--- src/rtl/core/lidar_sector_obstacle_steering_core_assert.svh ---
// assertion macros for the lidar sector steering core
// used by the top level only; expects a clock named clk and a reset named rst
`ifndef LIDAR_SECTOR_OBSTACLE_STEERING_CORE_ASSERT_SVH
`define LIDAR_SECTOR_OBSTACLE_STEERING_CORE_ASSERT_SVH

// same-cycle implication, disabled during reset
`define LSOS_ASSERT_NOW(label, cond, expr, msg) \
  label: assert property (@(posedge clk) disable iff (rst) (cond) |-> (expr)) \
    else $error(msg);

// next-cycle implication, disabled during reset
`define LSOS_ASSERT_NEXT(label, cond, expr, msg) \
  label: assert property (@(posedge clk) disable iff (rst) (cond) |=> (expr)) \
    else $error(msg);

`endif

--- src/rtl/core/lsos_pkg.sv ---
// shared types, constants and helper functions of the lidar sector steering core
// no dependencies; used by every module of the core
`default_nettype none

package lsos_pkg;

  // slot store geometry
  localparam int SLOTS  = 20;
  localparam int IDX_W  = $clog2(SLOTS);
  localparam int CNT_W  = $clog2(SLOTS + 1);
  localparam int DIST_W = 16;
  localparam int SUM_W  = $clog2(SLOTS * 65535 + 1);
  localparam int HOT_W  = SUM_W + 1;
  localparam int SECTORS = 5;
  localparam int SEC_W  = $clog2(SECTORS + 1);
  localparam int SPAN_W = $clog2(SLOTS / SECTORS + 1);
  localparam int W_MIN  = 10;

  // register indexes
  localparam logic [1:0] CFG_SECURE  = 2'd0;
  localparam logic [1:0] CFG_HOTZONE = 2'd1;
  localparam logic [1:0] CFG_REVERSE = 2'd2;
  localparam logic [1:0] CFG_SCAN_W  = 2'd3;

  // register reset values
  localparam logic [DIST_W-1:0] SECURE_RST  = 16'd35;
  localparam logic [DIST_W-1:0] HOTZONE_RST = 16'd50;
  localparam logic [DIST_W-1:0] REVERSE_RST = 16'd10;
  localparam logic [4:0]        SCAN_W_RST  = 5'd20;

  // steering actions
  localparam logic [1:0] ACT_REVERSE = 2'd0;
  localparam logic [1:0] ACT_FORWARD = 2'd1;
  localparam logic [1:0] ACT_LEFT    = 2'd2;
  localparam logic [1:0] ACT_RIGHT   = 2'd3;

  // sector patterns that force reverse, and pattern masks
  localparam logic [4:0] PAT_REV_A  = 5'h17;
  localparam logic [4:0] PAT_REV_B  = 5'h15;
  localparam logic [4:0] PAT_REV_C  = 5'h1d;
  localparam logic [4:0] PAT_REV_D  = 5'h1f;
  localparam logic [4:0] MASK_MID   = 5'h0e;
  localparam logic [4:0] MASK_LEFT  = 5'h1c;
  localparam logic [4:0] MASK_RIGHT = 5'h07;

  // one classified sample
  typedef struct packed {
    logic [4:0]        slot;
    logic [DIST_W-1:0] distance;
    logic              slot_ok;
    logic              near;
  } item_t;

  // configuration registers
  typedef struct packed {
    logic [DIST_W-1:0] clear_range;
    logic [DIST_W-1:0] crowd_limit;
    logic [DIST_W-1:0] reverse_distance;
    logic [4:0]        scan_width;
  } cfg_t;

  // queue status
  typedef struct packed {
    logic full;
    logic empty;
  } q_stat_t;

  // scan width saturated to the legal window
  function automatic logic [CNT_W-1:0] eff_width(input logic [4:0] sw);
    logic [CNT_W-1:0] w;
    w = CNT_W'(sw);
    if (sw < 5'(W_MIN)) w = CNT_W'(W_MIN);
    if ({1'b0, sw} > 6'(SLOTS)) w = CNT_W'(SLOTS);
    return w;
  endfunction

  // slots per sector, w / 5 by compare chain
  function automatic logic [SPAN_W-1:0] span_of(input logic [CNT_W-1:0] w);
    logic [SPAN_W-1:0] s;
    s = '0;
    for (int k = 1; k <= SLOTS / SECTORS; k++) begin
      if (w >= CNT_W'(SECTORS * k)) s = SPAN_W'(k);
    end
    return s;
  endfunction

  // steering decision from pattern and nearest distance
  function automatic logic [1:0] pick_action(input logic [4:0] p,
                                             input logic [DIST_W-1:0] nearest,
                                             input logic [DIST_W-1:0] rev);
    logic [1:0] a;
    if (p == PAT_REV_A || p == PAT_REV_B || p == PAT_REV_C || p == PAT_REV_D ||
        nearest <= rev) begin
      a = ACT_REVERSE;
    end else if ((p & MASK_MID) == 5'd0) begin
      a = ACT_FORWARD;
    end else if (((p & MASK_LEFT) >> 3) >= (p & MASK_RIGHT)) begin
      a = ACT_LEFT;
    end else begin
      a = ACT_RIGHT;
    end
    return a;
  endfunction

endpackage

`default_nettype wire

--- src/rtl/core/lsos_queue.sv ---
// two-entry item queue between the front and back parts
// depends on lsos_pkg
`default_nettype none

module lsos_queue (
  input  wire logic            clk,
  input  wire logic            rst,
  input  wire logic            push,
  input  wire lsos_pkg::item_t push_item,
  input  wire logic            pop,
  output lsos_pkg::item_t      head,
  output lsos_pkg::q_stat_t    stat
);

  lsos_pkg::item_t entry [2];
  logic            wr_ptr;
  logic            rd_ptr;
  logic [1:0]      count;

  // pointers and fill level
  always_ff @(posedge clk) begin
    if (rst) begin
      wr_ptr <= 1'b0;
      rd_ptr <= 1'b0;
      count  <= 2'd0;
    end else begin
      if (push) wr_ptr <= ~wr_ptr;
      if (pop) rd_ptr <= ~rd_ptr;
      if (push && !pop) count <= count + 2'd1;
      else if (pop && !push) count <= count - 2'd1;
    end
  end

  // storage
  always_ff @(posedge clk) begin
    if (push) entry[wr_ptr] <= push_item;
  end

  assign head       = entry[rd_ptr];
  assign stat.full  = (count == 2'd2);
  assign stat.empty = (count == 2'd0);

endmodule

`default_nettype wire

--- src/rtl/core/lsos_front.sv ---
// front part: accepts samples, classifies slot range and near flag, feeds the queue
// depends on lsos_pkg
`default_nettype none

module lsos_front (
  input  wire logic                         clk,
  input  wire logic                         rst,
  input  wire logic                         in_valid,
  output logic                              in_stall,
  input  wire logic [4:0]                   slot,
  input  wire logic [lsos_pkg::DIST_W-1:0]  distance,
  input  wire logic [lsos_pkg::DIST_W-1:0]  clear_range,
  input  wire lsos_pkg::q_stat_t            q_stat,
  output logic                              push,
  output lsos_pkg::item_t                   push_item
);

  logic            held;
  lsos_pkg::item_t item;
  logic            take;

  // hold an item only while the queue is full
  assign in_stall = held && q_stat.full;
  assign take     = in_valid && !in_stall;
  assign push     = held && !q_stat.full;
  assign push_item = item;

  // stage valid
  always_ff @(posedge clk) begin
    if (rst) begin
      held <= 1'b0;
    end else if (take) begin
      held <= 1'b1;
    end else if (push) begin
      held <= 1'b0;
    end
  end

  // classify the sample
  always_ff @(posedge clk) begin
    if (take) begin
      item.slot     <= slot;
      item.distance <= distance;
      item.slot_ok  <= ({1'b0, slot} < 6'(lsos_pkg::SLOTS));
      item.near     <= (distance < clear_range);
    end
  end

endmodule

`default_nettype wire

--- src/rtl/core/lsos_back.sv ---
// back part: slot store, fill logic, window sweep and result register
// depends on lsos_pkg
`default_nettype none

module lsos_back (
  input  wire logic                         clk,
  input  wire logic                         rst,
  input  wire lsos_pkg::cfg_t               cfg,
  input  wire lsos_pkg::q_stat_t            q_stat,
  input  wire lsos_pkg::item_t              head,
  output logic                              pop,
  output logic                              out_valid,
  input  wire logic                         out_stall,
  output logic [4:0]                        sector_pattern,
  output logic [lsos_pkg::DIST_W-1:0]       nearest,
  output logic                              crowded,
  output logic [1:0]                        action
);

  localparam int IDX_W  = lsos_pkg::IDX_W;
  localparam int CNT_W  = lsos_pkg::CNT_W;
  localparam int DIST_W = lsos_pkg::DIST_W;
  localparam int SUM_W  = lsos_pkg::SUM_W;
  localparam int HOT_W  = lsos_pkg::HOT_W;
  localparam int SEC_W  = lsos_pkg::SEC_W;
  localparam int SPAN_W = lsos_pkg::SPAN_W;

  localparam logic [1:0] ST_IDLE   = 2'd0;
  localparam logic [1:0] ST_SWEEP  = 2'd1;
  localparam logic [1:0] ST_FINISH = 2'd2;

  logic [1:0]        state;
  logic              running;
  logic [CNT_W-1:0]  fill_count;
  logic [DIST_W-1:0] range_store [lsos_pkg::SLOTS];
  logic [lsos_pkg::SLOTS-1:0] near_bits;

  logic [CNT_W-1:0]  sweep_idx;
  logic [DIST_W-1:0] min_acc;
  logic [SUM_W-1:0]  sum_acc;
  logic [SEC_W-1:0]  sec_idx;
  logic [SPAN_W-1:0] sec_pos;
  logic [SPAN_W-1:0] sec_cnt;
  logic [4:0]        pattern;

  // window geometry from the scan width
  logic [CNT_W-1:0]  win_w;
  logic [CNT_W-1:0]  skip;
  logic [CNT_W-1:0]  win_end;
  logic [CNT_W-1:0]  win_len;
  logic [SPAN_W-1:0] span;
  logic [SPAN_W-1:0] half;

  assign win_w   = lsos_pkg::eff_width(cfg.scan_width);
  assign skip    = (CNT_W'(lsos_pkg::SLOTS) - win_w) >> 1;
  assign win_end = CNT_W'(lsos_pkg::SLOTS) - skip;
  assign win_len = win_end - skip;
  assign span    = lsos_pkg::span_of(win_w);
  assign half    = span >> 1;

  // control decode
  logic start_fill;
  logic start_run;
  logic out_free;
  logic finish;

  assign pop        = (state == ST_IDLE) && !q_stat.empty;
  assign start_fill = pop && !running && (fill_count < win_len);
  assign start_run  = pop && !start_fill;
  assign out_free   = !out_valid || !out_stall;
  assign finish     = (state == ST_FINISH) && out_free;

  // one slot per sweep cycle
  logic [DIST_W-1:0] cur_dist;
  logic              cur_near;
  logic [SPAN_W-1:0] cnt_add;
  logic              sec_active;
  logic              sec_done;
  logic              sec_set;

  assign cur_dist   = range_store[sweep_idx[IDX_W-1:0]];
  assign cur_near   = near_bits[sweep_idx[IDX_W-1:0]];
  assign cnt_add    = sec_cnt + SPAN_W'(cur_near);
  assign sec_active = (sec_idx < SEC_W'(lsos_pkg::SECTORS));
  assign sec_done   = sec_active && (sec_pos == span - SPAN_W'(1));

  // outer sectors use any bit, inner ones need twice half the span
  always_comb begin
    if (sec_idx == SEC_W'(0) || sec_idx == SEC_W'(lsos_pkg::SECTORS - 1)) begin
      sec_set = (cnt_add != '0);
    end else begin
      sec_set = (half != '0) && ({1'b0, cnt_add} >= {half, 1'b0});
    end
  end

  // hot zone: sum / SLOTS <= limit, as sum < SLOTS * (limit + 1)
  logic hot_now;
  assign hot_now = HOT_W'(sum_acc) <
                   HOT_W'(lsos_pkg::SLOTS) * (HOT_W'(cfg.crowd_limit) + HOT_W'(1));

  // sequencer and sweep accumulators
  always_ff @(posedge clk) begin
    if (rst) begin
      state      <= ST_IDLE;
      running    <= 1'b0;
      fill_count <= '0;
    end else begin
      unique case (state)
        ST_IDLE: begin
          if (start_fill) begin
            fill_count <= fill_count + CNT_W'(1);
          end else if (start_run) begin
            running <= 1'b1;
            state   <= ST_SWEEP;
          end
        end
        ST_SWEEP: begin
          if (sweep_idx == win_end - CNT_W'(1)) state <= ST_FINISH;
        end
        ST_FINISH: begin
          if (out_free) state <= ST_IDLE;
        end
        default: state <= ST_IDLE;
      endcase
    end
  end

  // sweep datapath
  always_ff @(posedge clk) begin
    if (start_run) begin
      sweep_idx <= skip;
      min_acc   <= '1;
      sum_acc   <= '0;
      sec_idx   <= '0;
      sec_pos   <= '0;
      sec_cnt   <= '0;
      pattern   <= '0;
    end else if (state == ST_SWEEP) begin
      sweep_idx <= sweep_idx + CNT_W'(1);
      if (cur_dist < min_acc) min_acc <= cur_dist;
      sum_acc <= sum_acc + SUM_W'(cur_dist);
      if (sec_done) begin
        if (sec_set) pattern[3'(lsos_pkg::SECTORS - 1) - 3'(sec_idx)] <= 1'b1;
        sec_idx <= sec_idx + SEC_W'(1);
        sec_pos <= '0;
        sec_cnt <= '0;
      end else if (sec_active) begin
        sec_pos <= sec_pos + SPAN_W'(1);
        sec_cnt <= cnt_add;
      end
    end
  end

  // slot store and near bits
  always_ff @(posedge clk) begin
    if (rst) begin
      for (int i = 0; i < lsos_pkg::SLOTS; i++) range_store[i] <= '0;
      near_bits <= '0;
    end else if (pop && head.slot_ok) begin
      range_store[head.slot[IDX_W-1:0]] <= head.distance;
      if (start_run) near_bits[head.slot[IDX_W-1:0]] <= head.near;
    end
  end

  // result register
  always_ff @(posedge clk) begin
    if (rst) begin
      out_valid <= 1'b0;
    end else if (finish) begin
      out_valid <= 1'b1;
    end else if (!out_stall) begin
      out_valid <= 1'b0;
    end
  end

  always_ff @(posedge clk) begin
    if (finish) begin
      sector_pattern <= pattern;
      nearest        <= min_acc;
      crowded        <= hot_now;
      action         <= lsos_pkg::pick_action(pattern, min_acc, cfg.reverse_distance);
    end
  end

endmodule

`default_nettype wire

--- src/rtl/core/lidar_sector_obstacle_steering_core.sv ---
// Lidar sector obstacle steering core, top level
// depends on lsos_pkg, lsos_front, lsos_queue, lsos_back and the assertion header
//
// Input channel (in_valid / in_stall, slot, distance): one lidar sample per item.
// Output channel (out_valid / out_stall, sector_pattern, nearest, crowded, action):
// one result per sample once the scan window has been filled.
// Configuration: cfg_valid / cfg_ready with cfg_index and cfg_data; cfg_ready is
// always high and a write takes effect at once. Write only while the core is idle.
// The first window-length samples after reset only fill the slot store and give
// no result. Every later sample gives one result.
// An accepted item is registered in the front stage and pushed into the queue;
// the back part pops it, sweeps the window (the window length is the effective
// scan width rounded up to even, one slot per cycle through the store) and then
// loads the result register, which raises out_valid.
// The back part takes no new item from the queue until the sweep of the last one
// has finished and its result is loaded; filling samples are taken without a sweep.
// Reset clears the slot store, the near bits, the fill count and the queue, and
// sets the registers to their defaults. A stalled result holds in the output
// register; the back part waits before loading the next one while the front
// stage and the two-entry queue keep taking samples until they are full.
`default_nettype none

module lidar_sector_obstacle_steering_core (
  input  wire logic                         clk,
  input  wire logic                         rst,
  input  wire logic                         in_valid,
  output logic                              in_stall,
  input  wire logic [4:0]                   slot,
  input  wire logic [lsos_pkg::DIST_W-1:0]  distance,
  output logic                              out_valid,
  input  wire logic                         out_stall,
  output logic [4:0]                        sector_pattern,
  output logic [lsos_pkg::DIST_W-1:0]       nearest,
  output logic                              crowded,
  output logic [1:0]                        action,
  input  wire logic                         cfg_valid,
  output logic                              cfg_ready,
  input  wire logic [1:0]                   cfg_index,
  input  wire logic [lsos_pkg::DIST_W-1:0]  cfg_data
);

  lsos_pkg::cfg_t    cfg;
  lsos_pkg::q_stat_t q_stat;
  lsos_pkg::item_t   push_item;
  lsos_pkg::item_t   head;
  logic              push;
  logic              pop;

  // configuration registers
  assign cfg_ready = 1'b1;

  always_ff @(posedge clk) begin
    if (rst) begin
      cfg.clear_range      <= lsos_pkg::SECURE_RST;
      cfg.crowd_limit      <= lsos_pkg::HOTZONE_RST;
      cfg.reverse_distance <= lsos_pkg::REVERSE_RST;
      cfg.scan_width       <= lsos_pkg::SCAN_W_RST;
    end else if (cfg_valid && cfg_ready) begin
      unique case (cfg_index)
        lsos_pkg::CFG_SECURE:  cfg.clear_range      <= cfg_data;
        lsos_pkg::CFG_HOTZONE: cfg.crowd_limit      <= cfg_data;
        lsos_pkg::CFG_REVERSE: cfg.reverse_distance <= cfg_data;
        lsos_pkg::CFG_SCAN_W:  cfg.scan_width       <= cfg_data[4:0];
        default: ;
      endcase
    end
  end

  // front part
  lsos_front u_front (
    .clk         (clk),
    .rst         (rst),
    .in_valid    (in_valid),
    .in_stall    (in_stall),
    .slot        (slot),
    .distance    (distance),
    .clear_range (cfg.clear_range),
    .q_stat      (q_stat),
    .push        (push),
    .push_item   (push_item)
  );

  // queue between front and back
  lsos_queue u_queue (
    .clk       (clk),
    .rst       (rst),
    .push      (push),
    .push_item (push_item),
    .pop       (pop),
    .head      (head),
    .stat      (q_stat)
  );

  // back part
  lsos_back u_back (
    .clk            (clk),
    .rst            (rst),
    .cfg            (cfg),
    .q_stat         (q_stat),
    .head           (head),
    .pop            (pop),
    .out_valid      (out_valid),
    .out_stall      (out_stall),
    .sector_pattern (sector_pattern),
    .nearest        (nearest),
    .crowded        (crowded),
    .action         (action)
  );

  // checks on front, queue and back cooperation
`include "lidar_sector_obstacle_steering_core_assert.svh"

  `LSOS_ASSERT_NOW(a_push_not_full, push, !q_stat.full, "item pushed into a full queue")
  `LSOS_ASSERT_NOW(a_pop_not_empty, pop, !q_stat.empty, "item popped from an empty queue")
  `LSOS_ASSERT_NOW(a_stall_only_full, in_stall, q_stat.full, "input stalled with queue room")

endmodule

`default_nettype wire

--- config.mk ---
export PLATFORM = sky130hd
export DESIGN_NAME = lidar_sector_obstacle_steering_core
export DESIGN_NICKNAME = d
export VERILOG_FILES = /design/src/rtl/core/lsos_pkg.sv /design/src/rtl/core/lsos_queue.sv /design/src/rtl/core/lsos_front.sv /design/src/rtl/core/lsos_back.sv /design/src/rtl/core/lidar_sector_obstacle_steering_core.sv
export VERILOG_INCLUDE_DIRS = /design/src /design/src/rtl/core
export SDC_FILE = /design/constraint.sdc
export NUM_CORES = 1
export LEC_CHECK = 0
export BUFFER_PORTS_ARGS = -buffer_cell sky130_fd_sc_hd__buf_2
export CORE_UTILIZATION = 63
export DETAILED_ROUTE_END_ITERATION = 10
export PLACE_DENSITY = 0.81
export SLEW_MARGIN = 20
export SYNTH_ARGS = -nofsm -noshare
export SYNTH_HDL_FRONTEND = slang
export SYNTH_HIERARCHICAL = 1
export SYNTH_SLANG_ARGS = --single-unit
--- constraint.sdc ---
create_clock -name clk -period 5.37 [get_ports clk]
set_input_delay 0 -clock clk [delete_from_list [all_inputs] [get_ports clk]]
set_output_delay 0 -clock clk [all_outputs]
set_load 0.02 [all_outputs]
---- Word level (Yosys, flattened, before mapping) ----
Memories as Yosys holds them, arrays and structs flattened. A register that Yosys moved wholly into a read port is not among the register bits.
Cells that the tools add are included.
storage, ports and cells
  logic and storage cells ................. 190
  bits in latches ......................... 0
  bits in writable memories ............... 366
  memories kept ........................... 2
  bits of input ports ..................... 44
  bits in read-only memories .............. 0
  register bits ........................... 190
operators by class
  div/mod/pow operators ................... 0
  bitwise operators ....................... 4
  reductions and logical operators ........ 55
  multipliers ............................. 1
  equality and inequality tests ........... 18
  add/sub/neg operators ................... 15
  shift-type cells ........................ 0
  muxes and demuxes ....................... 45
  order comparisons ....................... 20
memories
  name                words  bits a word  rd ports  clocked after Yosys merged registers in  wr ports  RTL line          source
  u_back.range_store  20     16           1         0                                        20        lsos_back.sv:35   logic [DIST_W-1:0] range_store [lsos_pkg::SLOTS];
  u_queue.entry       2      23           1         1                                        1         lsos_queue.sv:15  lsos_pkg::item_t entry [2];
operators by type and width
  cell                     count
  $lt A16 B16 Y1           2
  $lt A21 B22 Y1           1
  $mul A3 B22 Y20 const A  1
  $add A21 B16 Y21         1
  $mux W1                  21
  $mux W3                  7
  $bwmux W20               1
  $eq A5 B5 Y1 const B     4
  $reduce_and A2 Y1        9
  $add A16 B1 Y17 const B  1
  $le A16 B16 Y1           1
  $mux W16                 1
  $reduce_or A16 Y1        1
  $logic_and A1 B1 Y1      15
  $mux W5                  3
  $lt A5 B6 Y1 const B     2
  $mux W2                  6
  $add A5 B1 Y5 const B    2
  $ge A5 B4 Y1 const B     2
  $logic_not A1 Y1         9
  $eq A2 B2 Y1 const B     4
  $mux W4                  2
  $ne A2 B1 Y1 const B     4
  $reduce_bool A2 Y1       4
  other kinds (41)         54

---- Longest topological paths before layout ----
Gate-level depths: netlist (run 1).
  depth after elaboration ................. 13
  depth in mapped cells ................... 21
  depth with buffers taken out ............ 21

---- By module ----
The synthesis (run 1) kept the hierarchy.
modules (own cells, without submodules)
  module                               cells each  times used  area each (sq um)
  lsos_back                            2125        1           30056.3
  lidar_sector_obstacle_steering_core  203         1           2154.6
  lsos_queue                           93          1           1863.0
  lsos_front                           82          1           1117.3

---- Least setup slack after synthesis (run 1) ----
OpenSTA, ideal clock, no wires.
  kind .................................... reg2reg
  start ................................... register, netlist name cfg[4]
  end ..................................... register u_back.fill_count[3]
  setup slack ............................. 1240 ps
  path buffers ............................ 1
  stages on the path, launching flop included .. 18
  arrival time ............................ 4002 ps
  setup time .............................. 128 ps
  cells stage by stage .................... dfxtp_1 -> clkbuf_1 -> nor3b_1 -> o21ai_0 -> ha_1 -> xor2_1 -> nor2_1 -> ha_1 -> xor2_1 -> xnor2_1 -> ha_1 -> o21a_1 -> o21a_1 -> o21a_1 -> nor4b_1 -> nand4_1 -> xor2_1 -> nor2_1
on the way
  cells in the longest elaborated chain, start to end .. 9
  elaborated cells between the ends (all ways) .. 10
  those cells by class .................... 3 x add/sub; 3 x order compare; 2 x mux; 2 x reduce/logical
RTL lines
  what                             RTL line          source
  $lt A5 B4 Y1                     lsos_pkg.sv:72    if (sw < 5'(W_MIN)) w = CNT_W'(W_MIN);
  $mux W5                          lsos_pkg.sv:72
  $mux W5 (*)                      lsos_pkg.sv:73    if ({1'b0, sw} > 6'(SLOTS)) w = CNT_W'(SLOTS);
  $sub A5 B5 Y5 (*)                lsos_back.sv:55   assign skip = (CNT_W'(lsos_pkg::SLOTS) - win_w) >> 1;
  $sub A5 B4 Y5                    lsos_back.sv:56   assign win_end = CNT_W'(lsos_pkg::SLOTS) - skip;
  $sub A5 B4 Y5 (*)                lsos_back.sv:57   assign win_len = win_end - skip;
  $lt A5 B5 Y1 (*)                 lsos_back.sv:68   assign start_fill = pop && !running && (fill_count < win_len);
  $logic_and A1 B1 Y1 (*)          lsos_back.sv:68
  $reduce_and A2 Y1 (no line) (*)  --
  end signal, assigned             lsos_back.sv:111  fill_count <= fill_count + CNT_W'(1);
  end, declared                    lsos_back.sv:34   logic [CNT_W-1:0] fill_count;
Mark *: on every way between the ends. The rest lies on a longest branch, timed or not.
A chain may end at the register's enable or synchronous reset.

---- Worst setup path in the final report (run 1) ----
  start ................................... register u_back.sweep_idx[0]
  end ..................................... register u_back.sum_acc[12]
on the way
  cells in the longest elaborated chain, start to end .. 2
RTL lines
  what                          RTL line          source
  start, declared               lsos_back.sv:38   logic [CNT_W-1:0] sweep_idx;
  start signal, assigned        lsos_back.sv:131  sweep_idx <= skip;
  start signal, assigned        lsos_back.sv:139  sweep_idx <= sweep_idx + CNT_W'(1);
  $mem_v2 Z20 W16               --
  named net u_back.cur_dist[3]  lsos_back.sv:74   logic [DIST_W-1:0] cur_dist;
  $add A21 B16 Y21              lsos_back.sv:141  sum_acc <= sum_acc + SUM_W'(cur_dist);
  end signal, assigned          lsos_back.sv:141
  end, declared                 lsos_back.sv:40   logic [SUM_W-1:0] sum_acc;
The timed path passes the listed nets, and every way through them passes these cells.

==> results of run 1 <==
-- per-layer routing --
layer	vias up	global-route usage (%)	part of all wire [%]
met1	11000	40.9	40
met3	218	4.71	7.0
met5	-	0	0
met4	0	14.9	4.9
met2	991	49.6	48
li1	9503	-	-
-- metrics by stage --
stage	hold slack (ns)	power, mW
floorplan	0.0691	9.53
global placement	0.218	10.5
detailed placement	0.209	10.7
CTS	0.0982	15.8
global route	0.132	16.4
finish	0.140	15.8
-- flip-flops by register name, indices dropped and copies added (netlist names), 5 cells and up, named ones only --
name	cells
u_back/sector_pattern	5
u_back/nearest	16
u_back/near_bits	20
u_back/sweep_idx	5
u_back/range_store	512
u_queue/entry	46
u_back/min_acc	16
cfg	53
u_back/fill_count	5
u_back/sum_acc	21
u_front/push_item	23
u_back/pattern	5
-- synth_stat cells, drive strengths merged (51+ instances only) --
library cell	n
nand2b	70
dfxtp	140
mux4	133
mux2	51
ha	134
o21ai	57
inv	88
and2	328
nand2	56
buf	62
a21oi	70
clkbuf	85
nor2	127
edfxtp	609
mux2i	114
-- critical path, delay by kind of cell, from the launching register on --
family / cells / cell delay (ns)
fa+ha+maj: 1 / 0.40
simple gates: 1 / 0.30
flops: 1 / 0.38
buf+inv: 3 / 0.76
mux: 2 / 0.41
compound gates: 7 / 2.43
-- worst max-delay path by stage --
stage / startpoint / end / slack (ns) / cells past startpoint
after floorplan: cfg[4] / u_back/fill_count[3] / 1.24 / 17
after global placement: cfg[21] / u_back/crowded / 0.82 / 18
after detailed placement: cfg[21] / u_back/crowded / 0.64 / 18
after CTS: cfg[21] / u_back/crowded / 0.60 / 18
after global routing: cfg[21] / u_back/crowded / 0.17 / 18
final: u_back/sweep_idx[0] / u_back/sum_acc[12] / 0.53 / 14
-- cells by family after synthesis --
kind of cell | after synthesis
simple gates | 760
flops | 749
mux | 298
compound gates | 261
buf+inv | 235
fa+ha+maj | 137
xor+xnor | 62
other cells | 1
-- timing repair --
item | in CTS | in global routing
hold buffers | 46 | 0
setup buffers | 0 | 0
endpoints found under the hold margin | 103 | 0
-- area by class of cell --
cell class                 instances  area (µm²)
clock buffer                      99        2050
clock inverter                    39         359
fill                            3483       15800
inverter                          88         330
multi-input combinational       1519       13100
sequential                       749       21100
tap                              748         936
timing repair buffer             186        1430
-- power breakdown --
| group | internal [mW] | switching (mW) | leakage [nW] | total, mW |
|---|---|---|---|---|
| Sequential | 6.75 | 0.288 | 7.07 | 7.04 |
| Clock | 2.99 | 2.20 | 1.17 | 5.18 |
| Combinational | 1.41 | 2.21 | 6.55 | 3.61 |
==> out/qor.txt, run 1 <==
Synth Area in Compound Gates: 4.86%
drt total wl: 85300 µm
LEAKAGE: 14.8 nW
crit path time final: 4.84 ns
pwr dens: 403 nW/µm²
Top Ports: 71
skew final: 0.0248 ns
RePlAce Congestion: 0.930
max-cap violations: 0
crit path kind: reg2reg
syn avg cell area: 14.1 µm²
maximum VDD drop: 284 µV
post-synthesis xor/xnor area fraction: 1.54%
DP Worst Slack: 0.640 ns
post-DR wirelength/cell: 24.9 µm
clock tree buffer depth: 3
first-pass GRT wire length: 129000 µm
drt via density: 6.34
Residual DRC: 0
GRT Overall Usage: 30.6%
Worst Path Required: 5.88 ns
Die Wd: 238 µm
warning count from the yosys run: 6
Hold Path Class: in2reg
Worst-Skew Late Latency: 0.63 ns
Mapped Area: 35200 µm²
Worst Min Path Start: distance[12]
status: finished clean
initial antenna violation count: 0
leading area contributor after synthesis: edfxtp_1
Synth top area share: 52.0%
drt first pass iters: 5
vias in the first global route: 21600
Tcrit/Tclk final: 90.2%
setup TNS: 0 ns
Final Cell Area: 39300 µm²
Placed Area: 36400 µm²
Yosys reg bits: 749
mux share of post-synthesis cell area: 13.4%
CTS Sinks: 749
CP dominant cell by count: buf_12
Worst Path Arrival: 5.35 ns
initial core utilization: 63.9%
Post-synth ARST share: 0%
Post-Synth Simple-Gate Area: 12.4%
cells resized by post-CTS repair: 0
worst r2r src: u_back/sweep_idx[0]
largest net degree at the start of global routing: 68
worst-margin pin slew: 1.17 ns
post-synthesis cell count: 2503
share of layout cells above drive strength 1: 17.9%
Core Area: 55100 µm²
Setup violations, final: 0
max_slew headroom: 21.9%
final hold violation count: 0
P&R area growth vs syn: 11.6%
Post-synth EDFFs: 609
CP startpoint kind: register
clock root cell: clkbuf_16
crit-path max FO: 26
most frequent cells in the layout: 609 x edfxtp_1, 327 x and2_1, 140 x dfxtp_1
antenna viol nets, final: 0
total grt overflow: 0
Syn Nets: 2683
DRT iter0 DRCs: 2284
Rows: 86
TritonCTS clock tree: done
total CTS buffers: 76
Max Freq: 206 MHz
post-synthesis adder-cell area fraction: 4.91%
Most used DFF post-synth: edfxtp_1
FF-to-FF End: u_back/sum_acc[12]
largest family of logic cells by synthesized area: multiplexers
Hold Path End: u_front/push_item[14]
Reg2Reg Depth: 14
Cell Chain, Critical Path: buf_12 > buf_12 > buf_4 > mux4_2 > mux2i_1 > a221oi_1 > ha_1 > o21ai_0 > a21oi_1 > o41ai_1 > a21boi_0 > o21a_1 > or3_1 > a32o_1
slowest CP cell: a221oi_1
final core occ: 71.3%
Port-buffer cells: 69
commonest non-fill, non-tap cell in the layout: edfxtp_1
final cell count without fillers: 3428
chip height: 238 µm
CP max stage delay: 0.70 ns
setup slack after layout: 0.527 ns
synth top area cells: edfxtp_1 52%, mux4_2 8.5%, dfxtp_1 8.0%
Max Slew Vio Count: 0
Yosys cell types: 78
DP HPWL: 54000 µm
deepest level of the CTS H-tree: 3
RSZ-0062 raised after global routing: no
Final nets: 2800
placed cells: 3244
register area share after synthesis: 59.9%
Antenna diodes: 0
routed vias: 21700
hold path cells: 2
Setup crit end kind: register
Worst-path clk slew: 0.06 ns
r2r setup slk: 0.53 ns
die area: 56800 µm²
No activity file was read; power rests on OpenSTA's default activity.
==> inputs of run 2 (changes only) <==
--- a/config.mk
+++ b/config.mk
@@ -9,7 +9,9 @@
 export BUFFER_PORTS_ARGS = -buffer_cell sky130_fd_sc_hd__buf_2
 export CORE_UTILIZATION = 63
 export DETAILED_ROUTE_END_ITERATION = 10
+export MAX_ROUTING_LAYER = met4
 export PLACE_DENSITY = 0.81
+export RECOVER_POWER = 100
 export SLEW_MARGIN = 20
 export SYNTH_ARGS = -nofsm -noshare
 export SYNTH_HDL_FRONTEND = slang
==> run 2 against run 1 <==
Compared with the run above:
- the flow now finishes with violations (capacitance limit, slew limit)
- final area fell by 0.64%
- critical path depth up 3
- non-clock buffer count down 2
- sequential share of layout area is 0.35 points higher
- maximum frequency fell by 4.1%
- clock power is 1% higher
- power is 0.37% higher
- global-route usage up 1.6 points
- count of clock-buffer cells in the layout did not move
- critical path type unchanged
- critical endpoint is now u_back/pattern[2]
- largest power group unchanged
==> out/qor.txt, run 2 (synthesis gave the netlist of run 1 again) <==
final hold violation count: 0
Core Area: 55100 µm²
Multi-input gate area: 13000 µm²
Hold Path Class: in2reg
number of fill cells in the layout: 3602
CTS Sinks: 749
CP max stage delay: 0.54 ns
Worst Min Path Start: in_valid
Setup crit end kind: register
skew final: 0.0265 ns
worst path bufs/invs: 1
TritonCTS clock tree: done
clock root cell: clkbuf_16
hold path cells: 4
first-pass GRT wire length: 132000 µm
Port-buffer cells: 69
Worst-Skew Late Latency: 0.63 ns
CP Depth: 17
combinational share of power: 22.6%
total CTS buffers: 77
Reg2Reg Depth: 17
Hold-fix buffers, CTS: 46
RSZ-0062 raised after global routing: no
Residual DRC: 0
Top Registers: u_back/range_store: 512 flops, cfg: 53 flops, u_queue/entry: 46 flops
setup bufs post-CTS: 0
max-cap violations: 6
Setup violations, final: 0
Cell Chain, Critical Path: o21ai_0 > nor2_1 > o21ai_0 > ha_1 > xor2_1 > nor2_1 > ha_1 > xor2_1 > xnor2_1 > ha_1 > o21a_1 > o21a_1 > o21a_1 > o31a_1 > buf_4 > nor4_2 > a32o_1
drt total wl: 86700 µm
worst-margin pin slew: 2.29 ns
Final nets: 2799
internal power: 11.1 mW
P&R area growth vs syn: 10.9%
cells resized by post-CTS repair: 0
share of layout cells above drive strength 1: 13.2%
crit-path max FO: 20
DP HPWL: 54400 µm
max_slew headroom: -52.5%
net switching power: 4.79 mW
Top delay family on crit path: compound AO/OA/AOI/OAI gates
DRT iter0 DRCs: 2239
Worst Path Required: 5.92 ns
maximum VDD drop: 244 µV
Max Slew Vio Count: 182
Top Ports: 71
sequential share of power: 44.3%
RePlAce Congestion: 0.934
slowest CP cell: xor2_1
deepest level of the CTS H-tree: 3
vias in the first global route: 21900
total grt overflow: 0
LEAKAGE: 14.3 nW
status: finished, violations left
Worst-path clk slew: 0.06 ns
clock group share of total power: 33.0%
max FFs per register: 512
Final Cell Area: 39000 µm²
chip height: 238 µm
worst r2r src: cfg[2]
Max Freq: 198 MHz
initial core utilization: 63.9%
largest net degree at the start of global routing: 72
commonest non-fill, non-tap cell in the layout: edfxtp_1
Most flops, register: u_back/range_store
CP startpoint kind: register
Rows: 86
die area: 56800 µm²
pwr dens: 407 nW/µm²
antenna viol nets, final: 0
drt first pass iters: 6
Hold Path End: u_front/held
failing checks: capacitance limit, slew limit
register area: 21100 µm²
drt via density: 6.34
FF-to-FF End: u_back/pattern[2]
crit path time final: 5.05 ns
Net Sw Frac: 30.1%
Placed Area: 36400 µm²
setup TNS: 0 ns
Die Wd: 238 µm
r2r setup slk: 0.32 ns
post-DR wirelength/cell: 25.3 µm
GRT Overall Usage: 32.2%
Tcrit/Tclk final: 94.0%
Worst Path Arrival: 5.60 ns
clock tree buffer depth: 3
crit path kind: reg2reg
routed vias: 21700
most frequent cells in the layout: 609 x edfxtp_1, 173 x and2_0, 155 x and2_1
initial antenna violation count: 2
-- run 2: cell count changes in the layout (fill, tap and decap cells not counted), sizes merged --
cell and change:
buf -92, clkbuf +90, inv -2, diode +2
clkinv +3, clkinvlp +1
-- run 2: layer usage --
layer  GRT usage, %  part of all wire, %  wire [µm]
met1           41.8                   39      33700
met2           50.3                   48      41400
met3           4.35                  7.7       6700
met4           16.5                  5.5       4810
met5              -                    0          0
-- run 2: power groups by stage --
stage / clock network, mW / registers [mW] / logic, mW
after floorplan: 0 / 7.02 / 2.51
after global placement: 0 / 7.13 / 3.40
after detailed placement: 0 / 7.15 / 3.53
after CTS: 5.31 / 7.03 / 3.59
after global routing: 5.54 / 7.08 / 3.89
final: 5.25 / 7.05 / 3.60
-- run 2: worst max path at each step --
stage	end	slack, ns	from
floorplan	u_back/fill_count[3]	1.24	cfg[4]
global placement	u_back/sum_acc[12]	0.82	u_back/sweep_idx[0]
CTS	u_back/crowded	0.55	cfg[21]
finish	u_back/pattern[2]	0.32	cfg[2]
detailed placement	u_back/sum_acc[12]	0.63	u_back/sweep_idx[0]
global route	u_back/pattern[3]	0.12	cfg[2]
-- run 2: stage by stage --
| step | hold slack, ns | std cells | setup WS [ns] | util, % | total power, mW |
|---|---|---|---|---|---|
| finish | 0.180 | 3430 | 0.321 | 70.8 | 15.9 |
| floorplan | 0.0691 | 2503 | 1.24 | - | 9.53 |
| global placement | 0.219 | 3242 | 0.817 | 66.0 | 10.5 |
| global route | 0.178 | 3430 | 0.116 | 70.8 | 16.5 |
| detailed placement | 0.206 | 3242 | 0.635 | 66.0 | 10.7 |
| CTS | 0.0966 | 3428 | 0.547 | 71.3 | 15.9 |
-- run 2: layout make-up --
class | count | area share [%]
flip-flops and latches | 749 | 54.1
repair buffers | 184 | 3.04
inverters | 88 | 0.847
diodes | 2 | 0.0128
clock inverters | 41 | 1.13
multi-input cells | 1519 | 33.3
clock buffers | 99 | 5.20
well taps | 748 | 2.40
-- run 2: tightest hold or removal path, cell delays in order --
cell           delay, ns
dlygate4sd3_1       0.53
buf_2               0.12
nor2_1              0.04
nor2_1              0.07
